File: src/mpwm_pkg.sv
// ----------------------------------------------------------------------------
// mpwm_pkg
// Shared types and constants for the multichannel PWM with fade core.
// ----------------------------------------------------------------------------
package mpwm_pkg;

   // channel count limits
   localparam int MAX_CHANNELS = 8;
   localparam int CHANNELS_DEF = 8;

   // field widths
   localparam int CMD_W   = 2;
   localparam int PIN_W   = 3;
   localparam int DUTY_W  = 8;
   localparam int COUNT_W = 8;
   localparam int LEVEL_W = 8;

   // command codes
   typedef enum logic [CMD_W-1:0] {
      CMD_TICK = 2'd0,
      CMD_FADE = 2'd1,
      CMD_SET  = 2'd2,
      CMD_GOAL = 2'd3
   } cmd_type;

   // control broadcast from the top level to every channel lane
   typedef struct packed {
      logic               tick;
      logic               fade;
      logic               set_duty;
      logic               set_goal;
      logic [DUTY_W-1:0]  duty;
      logic [COUNT_W-1:0] period;
   } lane_ctrl_type;

endpackage

File: src/mpwm_req_if.sv
// ----------------------------------------------------------------------------
// mpwm_req_if
// Command channel: valid/ready handshake carrying cmd, pin and duty.
// ----------------------------------------------------------------------------
interface mpwm_req_if;
   logic                        valid;
   logic                        ready;
   logic [mpwm_pkg::CMD_W-1:0]  cmd;
   logic [mpwm_pkg::PIN_W-1:0]  pin;
   logic [mpwm_pkg::DUTY_W-1:0] duty;

   modport source (output valid, output cmd, output pin, output duty, input ready);
   modport sink   (input valid, input cmd, input pin, input duty, output ready);
endinterface

File: src/mpwm_rsp_if.sv
// ----------------------------------------------------------------------------
// mpwm_rsp_if
// Response channel: valid/ready handshake carrying the pin levels.
// ----------------------------------------------------------------------------
interface mpwm_rsp_if;
   logic                         valid;
   logic                         ready;
   logic [mpwm_pkg::LEVEL_W-1:0] pin_levels;

   modport source (output valid, output pin_levels, input ready);
   modport sink   (input valid, input pin_levels, output ready);
endinterface

File: src/mpwm_lane.sv
// ----------------------------------------------------------------------------
// mpwm_lane
// One PWM channel: current duty, fade target and the period compare.
// ----------------------------------------------------------------------------
module mpwm_lane (
   input  logic                    clock,
   input  logic                    reset,
   input  mpwm_pkg::lane_ctrl_type ctrl,
   input  logic                    sel,
   output logic                    level
);

   logic [mpwm_pkg::DUTY_W-1:0] duty_now_ff, duty_now_in;
   logic [mpwm_pkg::DUTY_W-1:0] duty_goal_ff, duty_goal_in;

   // write, set or step the duty toward its target
   always_comb begin
      duty_now_in  = duty_now_ff;
      duty_goal_in = duty_goal_ff;
      if (ctrl.set_duty && sel) begin
         duty_now_in  = ctrl.duty;
         duty_goal_in = ctrl.duty;
      end else if (ctrl.set_goal && sel) begin
         duty_goal_in = ctrl.duty;
      end else if (ctrl.fade) begin
         if (duty_now_ff < duty_goal_ff) begin
            duty_now_in = duty_now_ff + 1'b1;
         end else if (duty_now_ff > duty_goal_ff) begin
            duty_now_in = duty_now_ff - 1'b1;
         end
      end
   end

   always_ff @(posedge clock) begin
      if (reset) begin
         duty_now_ff  <= '0;
         duty_goal_ff <= '0;
      end else begin
         duty_now_ff  <= duty_now_in;
         duty_goal_ff <= duty_goal_in;
      end
   end

   // pin is high while the advanced count is at most the duty
   assign level = (ctrl.period <= duty_now_ff);

endmodule

File: src/multichannel_pwm_with_fade_core.sv
// ----------------------------------------------------------------------------
// multichannel_pwm_with_fade_core
// Multichannel PWM with per-channel duty, fade target and shared counter.
// ----------------------------------------------------------------------------
// Usage:
//   req_if carries one command word: cmd (tick, fade step, set duty, fade to
//   duty), pin and duty. rsp_if returns one word per command: pin_levels,
//   the registered pin levels after that command (bit i is channel i, bits
//   at or above CHANNELS read 0).
//   A word accepted at one edge is on rsp_if from the next cycle.
//   Throughput is one word per cycle while rsp_if is not stalled; the
//   channel lanes update in parallel, so the per-item cost is one compare
//   or increment per lane. rsp_if holds its word in the level register;
//   req_if.ready stays high while that register is empty or being taken,
//   so a stalled receiver holds the response and blocks only new commands.
//   Set and fade commands change duties only; pins follow at the next tick.
//   Reset clears the period counter, all duties, targets and pin levels
//   and leaves the response channel empty.
// ----------------------------------------------------------------------------
module multichannel_pwm_with_fade_core #(
   parameter int CHANNELS = mpwm_pkg::CHANNELS_DEF
) (
   input  logic       clock,
   input  logic       reset,
   mpwm_req_if.sink   req_if,
   mpwm_rsp_if.source rsp_if
);

   localparam logic [mpwm_pkg::LEVEL_W-1:0] LANE_MASK =
      mpwm_pkg::LEVEL_W'((9'd1 << CHANNELS) - 9'd1);
   localparam logic [mpwm_pkg::PIN_W:0] PIN_LIMIT = (mpwm_pkg::PIN_W+1)'(CHANNELS);

   mpwm_pkg::cmd_type             cmd;
   mpwm_pkg::lane_ctrl_type       ctrl;
   logic                          accept;
   logic                          pin_ok;
   logic [mpwm_pkg::COUNT_W-1:0]  period_ff, period_in;
   logic [mpwm_pkg::LEVEL_W-1:0]  level_bits_ff, level_bits_in;
   logic [mpwm_pkg::LEVEL_W-1:0]  lane_level;
   logic                          rsp_valid_ff, rsp_valid_in;

   // take a word whenever the response register is free or draining
   assign req_if.ready = !rsp_valid_ff || rsp_if.ready;
   assign accept       = req_if.valid && req_if.ready;
   assign cmd          = mpwm_pkg::cmd_type'(req_if.cmd);
   assign pin_ok       = ({1'b0, req_if.pin} < PIN_LIMIT);

   // advance the shared counter on a tick
   assign period_in = (accept && cmd == mpwm_pkg::CMD_TICK) ? period_ff + 1'b1 : period_ff;

   // broadcast lane control
   always_comb begin
      ctrl.tick     = accept && cmd == mpwm_pkg::CMD_TICK;
      ctrl.fade     = accept && cmd == mpwm_pkg::CMD_FADE;
      ctrl.set_duty = accept && cmd == mpwm_pkg::CMD_SET && pin_ok;
      ctrl.set_goal = accept && cmd == mpwm_pkg::CMD_GOAL && pin_ok;
      ctrl.duty     = req_if.duty;
      ctrl.period   = period_in;
   end

   // one lane per live channel, unused bits read low
   for (genvar i = 0; i < mpwm_pkg::MAX_CHANNELS; i++) begin : g_lane
      if (i < CHANNELS) begin : g_live
         mpwm_lane u_lane (
            .clock (clock),
            .reset (reset),
            .ctrl  (ctrl),
            .sel   (req_if.pin == mpwm_pkg::PIN_W'(i)),
            .level (lane_level[i])
         );
      end else begin : g_unused
         assign lane_level[i] = 1'b0;
      end
   end

   // latch pin levels on a tick, hold otherwise
   assign level_bits_in = ctrl.tick ? lane_level : level_bits_ff;

   // hold the response until taken
   always_comb begin
      rsp_valid_in = rsp_valid_ff;
      if (accept) begin
         rsp_valid_in = 1'b1;
      end else if (rsp_if.ready) begin
         rsp_valid_in = 1'b0;
      end
   end

   always_ff @(posedge clock) begin
      if (reset) begin
         period_ff     <= '0;
         level_bits_ff <= '0;
         rsp_valid_ff  <= 1'b0;
      end else begin
         period_ff     <= period_in;
         level_bits_ff <= level_bits_in;
         rsp_valid_ff  <= rsp_valid_in;
      end
   end

   assign rsp_if.valid      = rsp_valid_ff;
   assign rsp_if.pin_levels = level_bits_ff;

   // every accepted word produces a response in the next cycle
   a_rsp_follows: assert property (@(posedge clock) disable iff (reset)
      accept |=> rsp_valid_ff)
      else $error("response missing after accepted word");

   // only a tick may change the pin levels
   a_levels_hold: assert property (@(posedge clock) disable iff (reset)
      (accept && cmd != mpwm_pkg::CMD_TICK) |=> $stable(level_bits_ff))
      else $error("pin levels changed without a tick");

   // the counter wrap drives every live channel high
   a_wrap_high: assert property (@(posedge clock) disable iff (reset)
      (ctrl.tick && period_ff == '1) |=> (level_bits_ff == LANE_MASK))
      else $error("not all channels high at counter wrap");

   // unused channels never drive high
   a_unused_low: assert property (@(posedge clock) disable iff (reset)
      (level_bits_ff & ~LANE_MASK) == '0)
      else $error("unused channel driven high");

endmodule

File: src/flat_wrapper.sv
// flat-port wrapper written by rule: the top's interface ports become plain ports
module multichannel_pwm_with_fade_core_flat 
#(
   parameter int CHANNELS = mpwm_pkg::CHANNELS_DEF
)
  (clock, reset, req_if_valid, req_if_cmd, req_if_pin, req_if_duty, req_if_ready, rsp_if_valid, rsp_if_pin_levels, rsp_if_ready);
  mpwm_req_if req_if_i ();
  mpwm_rsp_if rsp_if_i ();
  input  logic clock;
  input  logic reset;
  input wire logic [$bits(req_if_i.valid)-1:0] req_if_valid;
  input wire logic [$bits(req_if_i.cmd)-1:0] req_if_cmd;
  input wire logic [$bits(req_if_i.pin)-1:0] req_if_pin;
  input wire logic [$bits(req_if_i.duty)-1:0] req_if_duty;
  output wire logic [$bits(req_if_i.ready)-1:0] req_if_ready;
  output wire logic [$bits(rsp_if_i.valid)-1:0] rsp_if_valid;
  output wire logic [$bits(rsp_if_i.pin_levels)-1:0] rsp_if_pin_levels;
  input wire logic [$bits(rsp_if_i.ready)-1:0] rsp_if_ready;
  assign req_if_i.valid = req_if_valid;
  assign req_if_i.cmd = req_if_cmd;
  assign req_if_i.pin = req_if_pin;
  assign req_if_i.duty = req_if_duty;
  assign req_if_ready = req_if_i.ready;
  assign rsp_if_valid = rsp_if_i.valid;
  assign rsp_if_pin_levels = rsp_if_i.pin_levels;
  assign rsp_if_i.ready = rsp_if_ready;
  multichannel_pwm_with_fade_core #(.CHANNELS(CHANNELS)) u_core (.clock(clock), .reset(reset), .req_if(req_if_i), .rsp_if(rsp_if_i));
endmodule
File: config.mk
export PLATFORM = sky130hd
export DESIGN_NAME = multichannel_pwm_with_fade_core_flat
export DESIGN_NICKNAME = d
export VERILOG_FILES = /design/src/mpwm_pkg.sv /design/src/mpwm_req_if.sv /design/src/mpwm_rsp_if.sv /design/src/mpwm_lane.sv /design/src/multichannel_pwm_with_fade_core.sv /design/src/flat_wrapper.sv
export SDC_FILE = /design/constraint.sdc
export NUM_CORES = 1
export LEC_CHECK = 0
export ABC_AREA = 1
export BUFFER_PORTS_ARGS = -buffer_cell sky130_fd_sc_hd__buf_2
export CAP_MARGIN = 0
export CORE_UTILIZATION = 51
export DETAILED_ROUTE_END_ITERATION = 8
export PLACE_DENSITY_LB_ADDON = 0.2
export SYNTH_ARGS = -nofsm -noshare
export SYNTH_HDL_FRONTEND = slang
export SYNTH_SLANG_ARGS = --single-unit
File: constraint.sdc
create_clock -name clock -period 3.6 [get_ports clock]
set_clock_uncertainty 0.15 [all_clocks]
set_input_delay 0.72 -clock clock [delete_from_list [all_inputs] [get_ports clock]]
set_output_delay 0.72 -clock clock [all_outputs]
set_load 0.1 [all_outputs]
* Word-level counts from Yosys, hierarchy flattened
Cells that the tools add are included.
** Cells by class
- Shift operators :: 0
- Div/mod/pow operators :: 0
- Multiplexer cells :: 59
- Bitwise operators :: 0
- Equality and inequality tests :: 18
- Add/subtract/negate cells :: 17
- $lt $le $gt $ge :: 24
- Reduce and logical (&&, ||, !) cells :: 58
- $mul :: 0
** Operators by type and width (number)
- two-way mux 8 bit :: 57
- adder 8 x 1 -> 8 bit, second input constant :: 9
- greater-than comparator 8 bit :: 8
- <= comparator 8 bit :: 8
- less-than comparator 8 bit :: 8
- subtractor 8 x 1 -> 8 bit, second input constant :: 8
- nonzero test 2 bit :: 17
- AND reduction 3 bit :: 8
- nonzero test 3 bit :: 8
- logical AND 1 bit :: 21
- != test 2 bit, second input constant :: 8
- equality test 3 bit, second input constant :: 4
- equality test 3 x 2 -> 1 bit, second input constant :: 2
- equality test 2 bit, second input constant :: 2
- equality test 3 x 1 -> 1 bit, second input constant :: 1
- logical NOT 3 bit :: 1
- equality test 2 x 1 -> 1 bit, second input constant :: 1
- logical NOT 2 bit :: 1
- two-way mux 1 bit :: 2
- logical NOT 1 bit :: 1
- logical OR 1 bit :: 1
** Storage, ports and cells
- Input bits :: 17
- Memories :: 0
- Memory bits (read-only) :: 0
- Bits in writable memories :: 0
- Latch bits :: 0
- Register bits :: 145

* Longest topological paths before layout
- Depth after elaboration :: 7
- Gate-level depth with buffers :: 19
- Gate-level depth less buffers :: 19

* Cells and area by module
From an unflattened synthesis, not the netlist that was laid out.
** Unflattened totals
- Cells, all modules :: 1790
- Area, all modules :: 13053.8 um^2
** Modules (own cells, without submodules)
- mpwm_lane at u_core.g_lane[0].g_live.u_lane ... :: area an instance 1507.7 um^2, instances 4, cells an instance 205
- mpwm_lane at u_core.g_lane[5].g_live.u_lane ... :: area an instance 1537.7 um^2, instances 3, cells an instance 212
- mpwm_lane at u_core.g_lane[2].g_live.u_lane :: area an instance 1540.2 um^2, instances 1, cells an instance 212
- multichannel_pwm_with_fade_core :: area an instance 869.6 um^2, instances 1, cells an instance 122

* Least setup slack after synthesis
OpenSTA, ideal clock, no wires.
- Kind :: register to register
- Start point :: register u_core.rsp_valid_ff (netlist: u_core.rsp_if.valid)
- End point :: register u_core.level_bits_ff (netlist bit u_core.rsp_if.pin_levels[3])
- Slack :: 435 ps
- Setup time :: 60 ps
- Stages on the path, launching flop included :: 11
- Arrival time :: 2955 ps
- Cell sequence :: dfxtp_1 > a21oi_4 > nand3_1 > clkinv_1 > buf_2 > a21oi_1 > ha_1 > a21oi_1 > o21ai_0 > a21oi_1 > o221a_2
** RTL lines
- start: declaration :: RTL line multichannel_pwm_with_fade_core.sv:40 : logic rsp_valid_ff, rsp_valid_in;
- start signal: assignment :: RTL line multichannel_pwm_with_fade_core.sv:97 : rsp_valid_ff <= rsp_valid_in;
- end signal: assignment :: RTL line multichannel_pwm_with_fade_core.sv:96 : level_bits_ff <= level_bits_in;
- end: declaration :: RTL line multichannel_pwm_with_fade_core.sv:38 : logic [mpwm_pkg::LEVEL_W-1:0] level_bits_ff, level_bits_in;

* Worst setup path after layout
- Start point :: register u_core.g_lane[5].g_live.u_lane.duty_now_ff[1] (netlist bit)
- End point :: register u_core.g_lane[5].g_live.u_lane.duty_now_ff[5] (netlist bit)
** Between the ends
- Longest elaborated chain between the ends :: 6
** Ends and longest elaborated chain
- start: declaration :: RTL line mpwm_lane.sv:13 : logic [mpwm_pkg::DUTY_W-1:0] duty_now_ff, duty_now_in;
- start signal: assignment :: RTL line mpwm_lane.sv:39 : duty_now_ff <= duty_now_in;
- subtractor 8 x 1 -> 8 bit :: RTL line mpwm_lane.sv:29 : duty_now_in = duty_now_ff - 1'b1;
- two-way mux 8 bit :: RTL line mpwm_lane.sv:28 : end else if (duty_now_ff > duty_goal_ff) begin
- two-way mux 8 bit :: RTL line mpwm_lane.sv:26 : if (duty_now_ff < duty_goal_ff) begin
- two-way mux 8 bit :: RTL line mpwm_lane.sv:25 : end else if (ctrl.fade) begin
- two-way mux 8 bit :: RTL line mpwm_lane.sv:23 : end else if (ctrl.set_goal && sel) begin
- two-way mux 8 bit :: RTL line mpwm_lane.sv:20 : if (ctrl.set_duty && sel) begin
Several ways; a longest one is shown, not always the timed one. The select of a mux whose other input is x is not followed.
A chain may end at the register's enable or synchronous reset.

==> reports/metrics.cfg <==
[outcome]
status = finished clean

[run]
cap_violations = 0

[worst_setup_path]
crit_type = register to register
crit_family = simple AND/OR/NAND/NOR gates
max_stage_delay_ns = 0.48
cp-end-kind = register
r2r-end = u_core.g_lane[5].g_live.u_lane.duty_now_ff[5]
critPathBufInv = 0
worst-path-stages = 15
slowest_stage = dfxtp_1
regToRegStartpoint = u_core.g_lane[5].g_live.u_lane.duty_now_ff[1]
path_max_fanout = 11
cp-endpoint = u_core.g_lane[5].g_live.u_lane.duty_now_ff[5]
cp.required_ns = 3.77
start_kind = register
r2r_setup_slack_ns = 0.49
critPathArrivalTime_ns = 3.29
crit_chain = ha_1 > a21oi_1 > o21ai_0 > nand2_1 > nand2_1 > ha_1 > a21oi_1 > nand2_1 > nand2_1 > nand2_1 > or2_2 > nand3_1 > o21ai_0 > nor2_1 > nor2_1
startpoint = u_core.g_lane[5].g_live.u_lane.duty_now_ff[1]
reg2regPathDepth = 15
cp_common_cell = nand2_1

[sta]
max_freq_ghz = 0.321
setup_tns_ns = 0
rsz0062_at_grt = no
fin_crit_sh_pct = 86.4
tightest_slew_ns = 1.02
finalHoldViolations = 0
maxSlewViolCount = 0
layout_setup_ws_ns = 0.488
layout_min_cycle_time_ns = 3.11
fin_hold_ws_ns = 0.312
setup_viol = 0
slew_headroom_pct = 31.5

[placed_design]
postPlaceCellArea_um2 = 11800
finalWeightedCongestion = 0.863
place_ws_ns = 0.158
dp_hpwl_um = 22600
port_buffers = 26

[clock_tree]
cts_tree = done
clk_latency_ns = 0.43
cts-resized-gates = 0
ctsHoldBuffers = 0
cts.htree.levels = 4
post-cts-setup-buffers = 0
clk_pin_slew_ns = 0.06
clockBufferDepth = 2
cts_sinks = 145
clockRootBuffer = clkbuf_16
cts_inserted_buffers = 17

[hold_path]
hp-class = register to register

[power_and_ir_drop]
ir_worst_vdd_uv = 335
p_per_area_nw_per_um2 = 605
p_leak_uw = 0.00603

[synth]
ys_types = 39
synth-edff-count = 0
synth_top_cell_by_area = dfxtp_1
ys_seq_area_share_pct = 25.4
ys_async_sr_fraction_pct = 0
netlist_instances = 1648
ys_warn_count = 0
synth_seq_cells = 145
synthTopCellsByArea = dfxtp_1 25%, ha_1 20%, nand2_1 11%
netlist.area_leader.share_pct = 25.4
synth_area_um2 = 11400
synth_nets = 1858
synthFlopType = dfxtp_1
avgSynthCellArea_um2 = 6.92

[routing]
drc = 0
ant_nets = 0
drt-pass1-iter-count = 6
viasPerCell = 5.51
via_count = 10778
finalWirelength_um = 31300
post_drt_wl_per_cell_um = 16.0
drt_iter0_markers = 664

[finish]
finalInstanceArea_um2 = 12400
fillers = 2123
areaGrowthSynthToFinish_pct = 8.97
drive_above_1_share_pct = 6.44
final_util_pct = 56.8
final_cell_mix = 323 x nand2_1, 243 x inv_1, 207 x a21oi_1
fin_nets = 1875
insertedDiodeCount = 0
final_common_cell = nand2_1

[global_routing]
grt_usage_pct = 28.3
grt_first_pass_wirelength_um = 50000
grt_pass1_vias = 9955
grt_max_degree = 74
gr-total-overflow = 0
antenna_found_initial = 0

[floorplan]
start_util_pct = 52.1
ioPinCount = 27
fp.dieArea_um2 = 23000
num_rows = 54
dieHeight_um = 152
die_w_um = 152
core_um2 = 21900

layout make-up:
type / count / area [um^2] / area share, %
Inverter: 254 / 955 / 7.68
Sequential cell: 145 / 2900 / 23.4
Clock buffer: 19 / 443 / 3.56
Clock inverter: 12 / 180 / 1.45
Multi-Input combinational cell: 1209 / 7370 / 59.3
Timing Repair Buffer: 38 / 233 / 1.87
Tap cell: 280 / 350 / 2.82
kinds of logic after synthesis:
| group | count (synthesis) | synth area share [%] |
|---|---|---|
| flops | 145 | 25.4 |
| simple gates | 594 | 22.4 |
| xor+xnor | 27 | 2.07 |
| compound gates | 395 | 18.4 |
| buf+inv | 294 | 9.97 |
| fa+ha+maj | 193 | 21.7 |
power breakdown:
| group | switching (uW) | internal, uW |
|---|---|---|
| clock network | 742 | 1180 |
| registers | 155 | 1720 |
| logic | 2290 | 1440 |
| total | 3180 | 4340 |
worst min-delay path, cell delays in order, from the launching register on:
cell	delay [ns]
dfxtp_1	0.30
inv_1	0.06
a21oi_1	0.06
per-layer routing:
layer	vias to the layer above	track usage, %	part of all wire [%]
li1	5503	-	-
met2	250	48.9	47
met3	49	3.95	5.1
met1	4976	36.0	46
met5	-	0	0
met4	0	9.26	2.3
metrics by stage:
step,power [uW],cells
6_report,7520,1957
5_1_grt,8200,1957
4_1_cts,7510,1957
3_5_place_dp,5580,1926
3_3_place_gp,5480,1926
2_1_floorplan,4840,1648
synthesized netlist by cell type (10+ instances only):
cell type and instances:
nor3_1 17, nand3_1 92, a31oi_1 12, xor2_1 21, a21oi_1 207, nand2_2 11, dfxtp_1 145, nor2_1 107
ha_1 185, o21bai_1 10, inv_1 244, nand4_1 19, nand2_1 323, o211ai_1 11, clkbuf_1 26, o21ai_0 133
flip-flops by register name, indices dropped and copies added (netlist names):
signal	flops
u_core.rsp_if.valid	1
u_core.g_lane.g_live.u_lane.duty_now_ff	64
u_core.g_lane.g_live.u_lane.duty_goal_ff	64
u_core.rsp_if.pin_levels	8
u_core.period_ff	8
worst min-delay path by stage:
stage,from,to,slack [ns],depth (start not counted)
finish,u_core.g_lane[7].g_live.u_lane.duty_goal_ff[5],u_core.g_lane[7].g_live.u_lane.duty_goal_ff[5],0.31,2
detailed placement,u_core.g_lane[1].g_live.u_lane.duty_goal_ff[1],u_core.g_lane[1].g_live.u_lane.duty_goal_ff[1],0.30,2
floorplan,u_core.g_lane[0].g_live.u_lane.duty_goal_ff[2],u_core.g_lane[0].g_live.u_lane.duty_goal_ff[2],0.28,2
CTS,u_core.g_lane[1].g_live.u_lane.duty_goal_ff[1],u_core.g_lane[1].g_live.u_lane.duty_goal_ff[1],0.31,2
global route,u_core.g_lane[4].g_live.u_lane.duty_goal_ff[1],u_core.g_lane[4].g_live.u_lane.duty_goal_ff[1],0.34,2
global placement,u_core.g_lane[7].g_live.u_lane.duty_goal_ff[5],u_core.g_lane[7].g_live.u_lane.duty_goal_ff[5],0.30,2
(Power assumes the default switching activity.)
